--- src/rtl/core/tscu_pkg.sv ---
`timescale 1ns / 1ps
// Shared types and constants for the temperature compensation unit.
package tscu_pkg;

  localparam int RAW_W      = 16;  // raw reading and calibration word width
  localparam int OUT_W      = 24;  // compensated result width
  localparam int X1_W       = 18;  // |X1| <= 131070
  localparam int NUM_W      = 27;  // |mc| * 2^11 <= 2^26
  localparam int DV_W       = 18;  // |X1 + md| <= 163838
  localparam int DIV_STAGES = NUM_W;  // one quotient bit per stage
  localparam int CFG_IDX_W  = 2;

  typedef enum logic [CFG_IDX_W-1:0] {
    CFG_AC5 = 2'd0,
    CFG_AC6 = 2'd1,
    CFG_MC  = 2'd2,
    CFG_MD  = 2'd3
  } cfg_reg_t;

  // Divider request: magnitudes plus the sideband that rides along.
  typedef struct packed {
    logic [NUM_W-1:0]        num;
    logic [DV_W-1:0]         dv;
    logic signed [X1_W-1:0]  x1;
    logic                    qneg;
    logic                    dz;
  } div_req_t;

  typedef struct packed {
    logic [NUM_W-1:0]        q;
    logic signed [X1_W-1:0]  x1;
    logic                    qneg;
    logic                    dz;
  } div_rsp_t;

endpackage

--- src/rtl/core/tscu_in_if.sv ---
`timescale 1ns / 1ps
// Input channel: one raw temperature reading per transfer.
interface tscu_in_if import tscu_pkg::*; ();
  logic             valid;
  logic             ready;
  logic [RAW_W-1:0] raw_temp;

  modport source (output valid, output raw_temp, input ready);
  modport sink   (input valid, input raw_temp, output ready);
endinterface

--- src/rtl/core/tscu_out_if.sv ---
`timescale 1ns / 1ps
// Result channel: compensated temperature and zero-divisor flag per transfer.
interface tscu_out_if import tscu_pkg::*; ();
  logic                    valid;
  logic                    ready;
  logic signed [OUT_W-1:0] temp_tenths;
  logic                    div_zero;

  modport source (output valid, output temp_tenths, output div_zero, input ready);
  modport sink   (input valid, input temp_tenths, input div_zero, output ready);
endinterface

--- src/rtl/core/temperature_sensor_compensation_unit.sv ---
`timescale 1ns / 1ps
// Top level: raw temperature reading to compensated tenths of a degree.
// Path from input transfer to result valid: 4 front stages,
//   27 divider stages at one quotient bit each, 2 back stages.
// Throughput: one reading per cycle; stalls collapse bubbles stage by stage.
// Reset (rst_n, synchronous, active low) empties the pipeline and clears the
//   four calibration registers to zero.
module temperature_sensor_compensation_unit import tscu_pkg::*; (
  input  logic                 clk,
  input  logic                 rst_n,
  tscu_in_if.sink              in_ch,
  tscu_out_if.source           out_ch,
  input  logic                 cfg_we,
  input  logic [CFG_IDX_W-1:0] cfg_idx,
  input  logic [RAW_W-1:0]     cfg_wdata
);

  // calibration words
  logic [RAW_W-1:0] ac5_r, ac6_r, mc_r, md_r;

  always_ff @(posedge clk) begin
    if (!rst_n) begin
      ac5_r <= '0;
      ac6_r <= '0;
      mc_r  <= '0;
      md_r  <= '0;
    end else if (cfg_we) begin
      unique case (cfg_reg_t'(cfg_idx))
        CFG_AC5: ac5_r <= cfg_wdata;
        CFG_AC6: ac6_r <= cfg_wdata;
        CFG_MC:  mc_r  <= cfg_wdata;
        CFG_MD:  md_r  <= cfg_wdata;
        default: ;
      endcase
    end
  end

  // ---------------------------------------------------------------------
  // Flow control: each stage loads when empty or when its successor loads.
  // ---------------------------------------------------------------------
  logic v1_r, v2_r, v3_r, v4_r, v5_r, v6_r;
  logic adv1, adv2, adv3, adv4, adv5, adv6;
  logic div_req_ready, div_rsp_valid;
  div_rsp_t div_rsp;

  assign adv6        = !v6_r || out_ch.ready;
  assign adv5        = !v5_r || adv6;
  assign adv4        = !v4_r || div_req_ready;
  assign adv3        = !v3_r || adv4;
  assign adv2        = !v2_r || adv3;
  assign adv1        = !v1_r || adv2;
  assign in_ch.ready = adv1;

  always_ff @(posedge clk) begin
    if (!rst_n) begin
      v1_r <= 1'b0;
      v2_r <= 1'b0;
      v3_r <= 1'b0;
      v4_r <= 1'b0;
      v5_r <= 1'b0;
      v6_r <= 1'b0;
    end else begin
      if (adv1) v1_r <= in_ch.valid;
      if (adv2) v2_r <= v1_r;
      if (adv3) v3_r <= v2_r;
      if (adv4) v4_r <= v3_r;
      if (adv5) v5_r <= div_rsp_valid;
      if (adv6) v6_r <= v5_r;
    end
  end

  // ---------------------------------------------------------------------
  // Stage 1: offset removal, raw - ac6 (17-bit signed).
  // ---------------------------------------------------------------------
  logic signed [RAW_W:0] d_r;

  always_ff @(posedge clk) begin
    if (adv1) d_r <= $signed({1'b0, in_ch.raw_temp}) - $signed({1'b0, ac6_r});
  end

  // ---------------------------------------------------------------------
  // Stage 2: gain multiply, 17x17 signed; |product| < 2^32.
  // ---------------------------------------------------------------------
  logic signed [2*RAW_W+1:0] prod;
  logic signed [2*RAW_W:0]   p_r;

  assign prod = d_r * $signed({1'b0, ac5_r});

  always_ff @(posedge clk) begin
    if (adv2) p_r <= $signed(prod[2*RAW_W:0]);
  end

  // ---------------------------------------------------------------------
  // Stage 3: X1 = product / 2^15 truncated toward zero.
  // Negative values get a bias of 2^15-1 before the arithmetic shift.
  // ---------------------------------------------------------------------
  logic signed [2*RAW_W:0] p_bias;
  logic signed [2*RAW_W:0] p_sh;
  logic signed [X1_W-1:0]  x1_s3_r;

  assign p_bias = p_r + (p_r[2*RAW_W] ? 33'sd32767 : 33'sd0);
  assign p_sh   = p_bias >>> 15;

  always_ff @(posedge clk) begin
    if (adv3) x1_s3_r <= $signed(p_sh[X1_W-1:0]);
  end

  // ---------------------------------------------------------------------
  // Stage 4: divisor X1 + md, split into magnitudes and a quotient sign.
  // Dividend is |mc| * 2^11.
  // ---------------------------------------------------------------------
  logic signed [DV_W:0] den;
  logic [DV_W:0]        den_abs;
  logic [RAW_W-1:0]     mc_abs;
  div_req_t             req_r;

  assign den     = {x1_s3_r[X1_W-1], x1_s3_r} + {{(DV_W+1-RAW_W){md_r[RAW_W-1]}}, md_r};
  assign den_abs = den[DV_W] ? (~den + 1'b1) : den;
  assign mc_abs  = mc_r[RAW_W-1] ? (~mc_r + 1'b1) : mc_r;

  always_ff @(posedge clk) begin
    if (adv4) begin
      req_r.num  <= {mc_abs, 11'b0};
      req_r.dv   <= den_abs[DV_W-1:0];
      req_r.x1   <= x1_s3_r;
      req_r.qneg <= mc_r[RAW_W-1] ^ den[DV_W];
      req_r.dz   <= (den == '0);
    end
  end

  tscu_divider u_div (
    .clk       (clk),
    .rst_n     (rst_n),
    .req_valid (v4_r),
    .req_ready (div_req_ready),
    .req       (req_r),
    .rsp_valid (div_rsp_valid),
    .rsp_ready (adv5),
    .rsp       (div_rsp)
  );

  // ---------------------------------------------------------------------
  // Stage 5: signed X2; a zero divisor forces X2 to zero and sets the flag.
  // ---------------------------------------------------------------------
  logic signed [NUM_W:0]  x2_r;
  logic signed [X1_W-1:0] x1_s5_r;
  logic                   dz_s5_r;
  logic [NUM_W:0]         q_ext;

  assign q_ext = {1'b0, div_rsp.q};

  always_ff @(posedge clk) begin
    if (adv5) begin
      x1_s5_r <= div_rsp.x1;
      dz_s5_r <= div_rsp.dz;
      if (div_rsp.dz)        x2_r <= '0;
      else if (div_rsp.qneg) x2_r <= $signed(~q_ext + 1'b1);
      else                   x2_r <= $signed(q_ext);
    end
  end

  // ---------------------------------------------------------------------
  // Stage 6: (X1 + X2 + 8) >>> 4 into the output register.
  // ---------------------------------------------------------------------
  logic signed [NUM_W+1:0] b5;
  logic signed [NUM_W+1:0] b5_sh;
  logic signed [OUT_W-1:0] temp_r;
  logic                    dz_r;

  assign b5    = {{(NUM_W+2-X1_W){x1_s5_r[X1_W-1]}}, x1_s5_r}
               + {x2_r[NUM_W], x2_r} + 29'sd8;
  assign b5_sh = b5 >>> 4;

  always_ff @(posedge clk) begin
    if (adv6) begin
      temp_r <= $signed(b5_sh[OUT_W-1:0]);
      dz_r   <= dz_s5_r;
    end
  end

  assign out_ch.valid       = v6_r;
  assign out_ch.temp_tenths = temp_r;
  assign out_ch.div_zero    = dz_r;

endmodule

--- src/rtl/core/tscu_divider.sv ---
`timescale 1ns / 1ps
// Pipelined restoring divider, one quotient bit per stage, with sideband.
module tscu_divider import tscu_pkg::*; (
  input  logic     clk,
  input  logic     rst_n,
  input  logic     req_valid,
  output logic     req_ready,
  input  div_req_t req,
  output logic     rsp_valid,
  input  logic     rsp_ready,
  output div_rsp_t rsp
);

  typedef struct packed {
    logic [DV_W-1:0]         rem;
    logic [NUM_W-1:0]        nq;   // dividend bits shift out, quotient bits shift in
    logic [DV_W-1:0]         dv;
    logic signed [X1_W-1:0]  x1;
    logic                    qneg;
    logic                    dz;
  } div_stage_t;

  function automatic div_stage_t div_step(input div_stage_t s);
    div_stage_t      o;
    logic [DV_W:0]   trial;
    logic            ge;
    trial = {s.rem, s.nq[NUM_W-1]};
    ge    = (trial >= {1'b0, s.dv});
    o     = s;
    o.rem = ge ? DV_W'(trial - {1'b0, s.dv}) : trial[DV_W-1:0];
    o.nq  = {s.nq[NUM_W-2:0], ge};
    return o;
  endfunction

  div_stage_t              st_r   [DIV_STAGES];
  div_stage_t              st_in  [DIV_STAGES];
  logic [DIV_STAGES-1:0]   v_r;
  logic [DIV_STAGES-1:0]   v_in;
  logic [DIV_STAGES:0]     adv;

  // a stage moves when it is empty or its successor moves
  always_comb begin
    adv[DIV_STAGES] = rsp_ready;
    for (int k = DIV_STAGES - 1; k >= 0; k--) begin
      adv[k] = !v_r[k] || adv[k+1];
    end
  end

  assign req_ready = adv[0];
  assign v_in      = {v_r[DIV_STAGES-2:0], req_valid};

  always_comb begin
    st_in[0] = '{rem: '0, nq: req.num, dv: req.dv, x1: req.x1, qneg: req.qneg, dz: req.dz};
    for (int k = 1; k < DIV_STAGES; k++) begin
      st_in[k] = st_r[k-1];
    end
  end

  always_ff @(posedge clk) begin
    if (!rst_n) begin
      v_r <= '0;
    end else begin
      for (int k = 0; k < DIV_STAGES; k++) begin
        if (adv[k]) v_r[k] <= v_in[k];
      end
    end
  end

  always_ff @(posedge clk) begin
    for (int k = 0; k < DIV_STAGES; k++) begin
      if (adv[k]) st_r[k] <= div_step(st_in[k]);
    end
  end

  assign rsp_valid = v_r[DIV_STAGES-1];
  assign rsp.q     = st_r[DIV_STAGES-1].nq;
  assign rsp.x1    = st_r[DIV_STAGES-1].x1;
  assign rsp.qneg  = st_r[DIV_STAGES-1].qneg;
  assign rsp.dz    = st_r[DIV_STAGES-1].dz;

endmodule

--- src/flat_wrapper.sv ---
// flat-port wrapper written by rule: the top's interface ports become plain ports
module temperature_sensor_compensation_unit_flat import tscu_pkg::*;
  (clk, rst_n, cfg_we, cfg_idx, cfg_wdata, in_ch_valid, in_ch_raw_temp, in_ch_ready, out_ch_valid, out_ch_temp_tenths, out_ch_div_zero, out_ch_ready);
  tscu_in_if in_ch_i ();
  tscu_out_if out_ch_i ();
  input  logic clk;
  input  logic rst_n;
  input  logic cfg_we;
  input  logic [CFG_IDX_W-1:0] cfg_idx;
  input  logic [RAW_W-1:0] cfg_wdata;
  input wire logic [$bits(in_ch_i.valid)-1:0] in_ch_valid;
  input wire logic [$bits(in_ch_i.raw_temp)-1:0] in_ch_raw_temp;
  output wire logic [$bits(in_ch_i.ready)-1:0] in_ch_ready;
  output wire logic [$bits(out_ch_i.valid)-1:0] out_ch_valid;
  output wire logic [$bits(out_ch_i.temp_tenths)-1:0] out_ch_temp_tenths;
  output wire logic [$bits(out_ch_i.div_zero)-1:0] out_ch_div_zero;
  input wire logic [$bits(out_ch_i.ready)-1:0] out_ch_ready;
  assign in_ch_i.valid = in_ch_valid;
  assign in_ch_i.raw_temp = in_ch_raw_temp;
  assign in_ch_ready = in_ch_i.ready;
  assign out_ch_valid = out_ch_i.valid;
  assign out_ch_temp_tenths = out_ch_i.temp_tenths;
  assign out_ch_div_zero = out_ch_i.div_zero;
  assign out_ch_i.ready = out_ch_ready;
  temperature_sensor_compensation_unit u_core (.clk(clk), .rst_n(rst_n), .in_ch(in_ch_i), .out_ch(out_ch_i), .cfg_we(cfg_we), .cfg_idx(cfg_idx), .cfg_wdata(cfg_wdata));
endmodule
--- config.mk ---
export PLATFORM = sky130hd
export DESIGN_NAME = temperature_sensor_compensation_unit_flat
export DESIGN_NICKNAME = d
export VERILOG_FILES = /design/src/rtl/core/tscu_pkg.sv /design/src/rtl/core/tscu_in_if.sv /design/src/rtl/core/tscu_out_if.sv /design/src/rtl/core/temperature_sensor_compensation_unit.sv /design/src/rtl/core/tscu_divider.sv /design/src/flat_wrapper.sv
export SDC_FILE = /design/constraint.sdc
export NUM_CORES = 2
export LEC_CHECK = 0
export BUFFER_PORTS_ARGS = -buffer_cell sky130_fd_sc_hd__buf_2
export CAP_MARGIN = 20
export CELL_PAD_IN_SITES_DETAIL_PLACEMENT = 1
export CELL_PAD_IN_SITES_GLOBAL_PLACEMENT = 2
export CORE_UTILIZATION = 42
export CTS_CLUSTER_SIZE = 30
export DETAILED_ROUTE_END_ITERATION = 10
export HOLD_SLACK_MARGIN = 0.03
export PLACE_DENSITY_LB_ADDON = 0.1
export SETUP_SLACK_MARGIN = 0.2
export SLEW_MARGIN = 5
export SYNTH_ARGS = -nofsm -noshare
export SYNTH_HDL_FRONTEND = slang
export SYNTH_HIERARCHICAL = 1
export SYNTH_SLANG_ARGS = --single-unit
export TNS_END_PERCENT = 1
--- constraint.sdc ---
create_clock -name clk -period 9.1 [get_ports clk]
set_clock_uncertainty 0.05 [all_clocks]
set_input_delay 0 -clock clk [delete_from_list [all_inputs] [get_ports clk]]
set_output_delay 0 -clock clk [all_outputs]
set_load 0.01 [all_outputs]
==> results.yml <==
outcome:
  status: "finished, final reports clean"
grt:
  antenna_found_initial: 11
  grt_pass1_wl_um: 430000
  grt.overflow.total: 0
  grt_pass1_vias: 72100
  grt_util_all_layers: 0.195
  grt_max_degree: 84
cts:
  path_clk_slew_ns: 0.07
  clk_path_buf_depth: 4
  insertion_delay_ns: 0.89
  clock_tree.root_cell: "clkbuf_16"
  numCtsBuffers: 282
  cts_tree: "yes"
  clock_sinks: 2496
  htreeDepth: 5
  cts_resized: 0
drt:
  routedWlPerCell_um: 21.4
  vias_per_cell: 5.17
  wl_um: 279000
  dr.pass1.iters: 7
  vias: 67300
  drc_errors: 0
  drtAntennaViolNets: 0
  drtIter0Drc: 3444
place:
  place_congestion: 0.839
  placed_area_um2: 125000
  dpl.cell_count: 12400
  hpwlAfterDp_um: 205000
  port_buffers: 65
  post-place-ws_ns: 2.06
sta:
  timing.fmax_ghz: 0.143
  fin_ws_ns: 2.10
  slew_headroom: 0.256
  rsz0062_at_grt: "no"
  layout_min_cycle_time_ns: 7.00
  tightestPinTransition_ns: 1.11
  setup-tns-final_ns: 0
  report.final.slew_viol_count: 0
  setup_viol: 0
  finalHoldViolations: 0
  fin_crit_sh: 0.769
  fin_hold_ws_ns: 0.120
synth:
  synth_most_common_cell: "edfxtp_1"
  syn_area_per_cell_um2: 13.8
  synth_edf_count: 2399
  yosysTopAreaCellShare: 0.603
  yosysSeqAreaShare: 0.620
  async_flop_share: 0
  synthFlopType: "edfxtp_1"
  yosys-top-cells-count: "edfxtp_1, inv_1, ha_1"
  netlist.top_cell.by_area: "edfxtp_1"
  synth-seq-cells: 2496
  ys_types: 101
  netlist_area_um2: 119000
  syn-instance-count: 8652
  synth.area.top_cells: "edfxtp_1, ha_1, fa_1"
  yosys_warnings: 6
layout:
  final_cells: 13000
  nets: 10000
  postLayoutCellArea_um2: 134000
  synthToLayoutAreaGrowth_pct: 12.4
  utilization: 0.475
  drive_gt1_frac: 0.105
power_and_ir_drop:
  switching_share: 0.347
  p_leak_nw: 56.0
  combinationalPowerShare: 0.388
  p_int_mw: 33.4
  powerDensity_nw_per_um2: 381
  p_seq_frac: 0.401
  clockPowerShare: 0.211
  peakVddDrop_mv: 0.164
  p_switching_mw: 17.7
  power_mw: 51.1
worst_setup_path:
  crit_path_max_fanout: 18
  cp-start-kind: "register"
  critical_path_class: "reg -> reg"
  endpoint_kind: "register"
  worstPathArrival_ns: 7.56
  worstPathRequired_ns: 9.66
floorplan:
  fp.dieH_um: 535
  dieArea_um2: 286000
  fp.dieW_um: 535
  core_area_um2: 283000
  rows: 195
  start_util: 0.423
  pin_count: 66
flow_run:
  maxCapViolations: 0
worst_hold_path:
  hold_path_class: "in -> reg"
==> critical path, cell delays in order (launching register included) <==
cell and delay [ns]:
dfxtp_1 0.81, nand2_1 0.26, fa_1 0.76, fa_1 0.53
inv_1 0.48, fa_1 0.51, fa_1 0.48, fa_1 0.54
inv_1 0.05, fa_1 0.54, inv_1 0.04, ha_1 0.34
a21o_1 0.19, a21oi_1 0.14, inv_1 0.10, nor3b_1 0.20
a21oi_1 0.15, a41oi_1 0.31, a21oi_1 0.12, xnor2_1 0.13
==> timing repair <==
action,4_1_cts,5_1_grt
hold buffers,87,0
hold endpoints to repair,134,0
setup buffers,0,0
==> layout make-up <==
type / instances / area, um2
Antenna cell: 3 / 7.51
Clock buffer: 362 / 7510
Clock inverter: 141 / 1210
Fill cell: 28200 / 148000
Inverter: 1052 / 3960
Multi-Input combinational cell: 4994 / 41100
Sequential cell: 2496 / 74000
Tap cell: 3743 / 4680
Timing Repair Buffer: 212 / 1750
==> metal layers <==
layer / GRT usage / share of wire
met5: 0 / 0
met4: 0.0476 / 0.022
met3: 0.0210 / 0.029
met2: 0.336 / 0.49
met1: 0.263 / 0.46
==> state kept, by name, summed over array words and instances, names as in the netlist, 17 cells and up <==
signal                     flops
u_core/p_r                    33
u_core/out_ch.temp_tenths     24
u_core/d_r                    17
u_core/x1_s5_r                18
u_core/req_r                  54
u_core/x1_s3_r                18
u_core/u_div/v_r              27
u_core/u_div/st_r           2205
u_core/x2_r                   28
==> cells in the final DEF (no fill, tap or decap), types with 40 or more instances in the layout <==
master and n:
nor2_1 406, fa_1 301, mux2i_1 60, dlygate4sd3_1 87
inv_1 1040, clkbuf_16 285, nand4_1 84, and3_1 49
nor2b_1 133, nand2b_1 44, or3_1 43, a21o_1 134
o21ai_0 254, edfxtp_1 2399, o21a_1 124, a211oi_1 72
buf_4 52, o211ai_1 43, a21boi_0 91, nand2_1 484
xnor2_1 329, and2_1 169, ha_1 656, clkbuf_1 68
mux2_2 298, clkinv_1 40, dfxtp_1 97, clkinv_2 63
buf_2 65, xor2_1 127, nor3_1 92, nand3_1 114
a21oi_1 360
==> power by group through the flow <==
stage               logic (mW)  registers [mW]  clock network (mW)
finish                    19.8            20.5                10.8
global route              22.0            21.0                11.5
CTS                       19.9            20.6                11.1
detailed placement        19.7            20.8                   0
global placement          19.3            20.7                   0
floorplan                 15.2            19.3                   0
==> worst paths after layout <==
| kind | start | endpoint | slack [ns] | cells after the start |
|---|---|---|---|---|
| hold reg to reg | u_core/u_div/st_r[1][210] | u_core/u_div/st_r[1][294] | 0.36 | 0 |
| setup reg to reg | u_core/ac5_r[2] | u_core/p_r[32] | 2.10 | 19 |
| setup / recovery | u_core/ac5_r[2] | u_core/p_r[32] | 2.10 | 19 |
| hold / removal | cfg_wdata[4] | u_core/ac5_r[4] | 0.12 | 4 |
==> logic make-up (layout without fill, tap and decap cells) <==
family	count (synthesis)	count (layout)	share of synthesized area
other	1	14	0.0000314
adders and majority gates	957	957	0.119
buffers and inverters	1172	1767	0.0377
xor gates and xnor gates	456	456	0.0334
AOI/OAI and AO/OA	1391	1391	0.0783
and+or+nand+nor	1782	1782	0.0740
muxes	397	397	0.0378
DFF	2496	2496	0.620
Note: power is estimated with default switching activity, not from simulation.
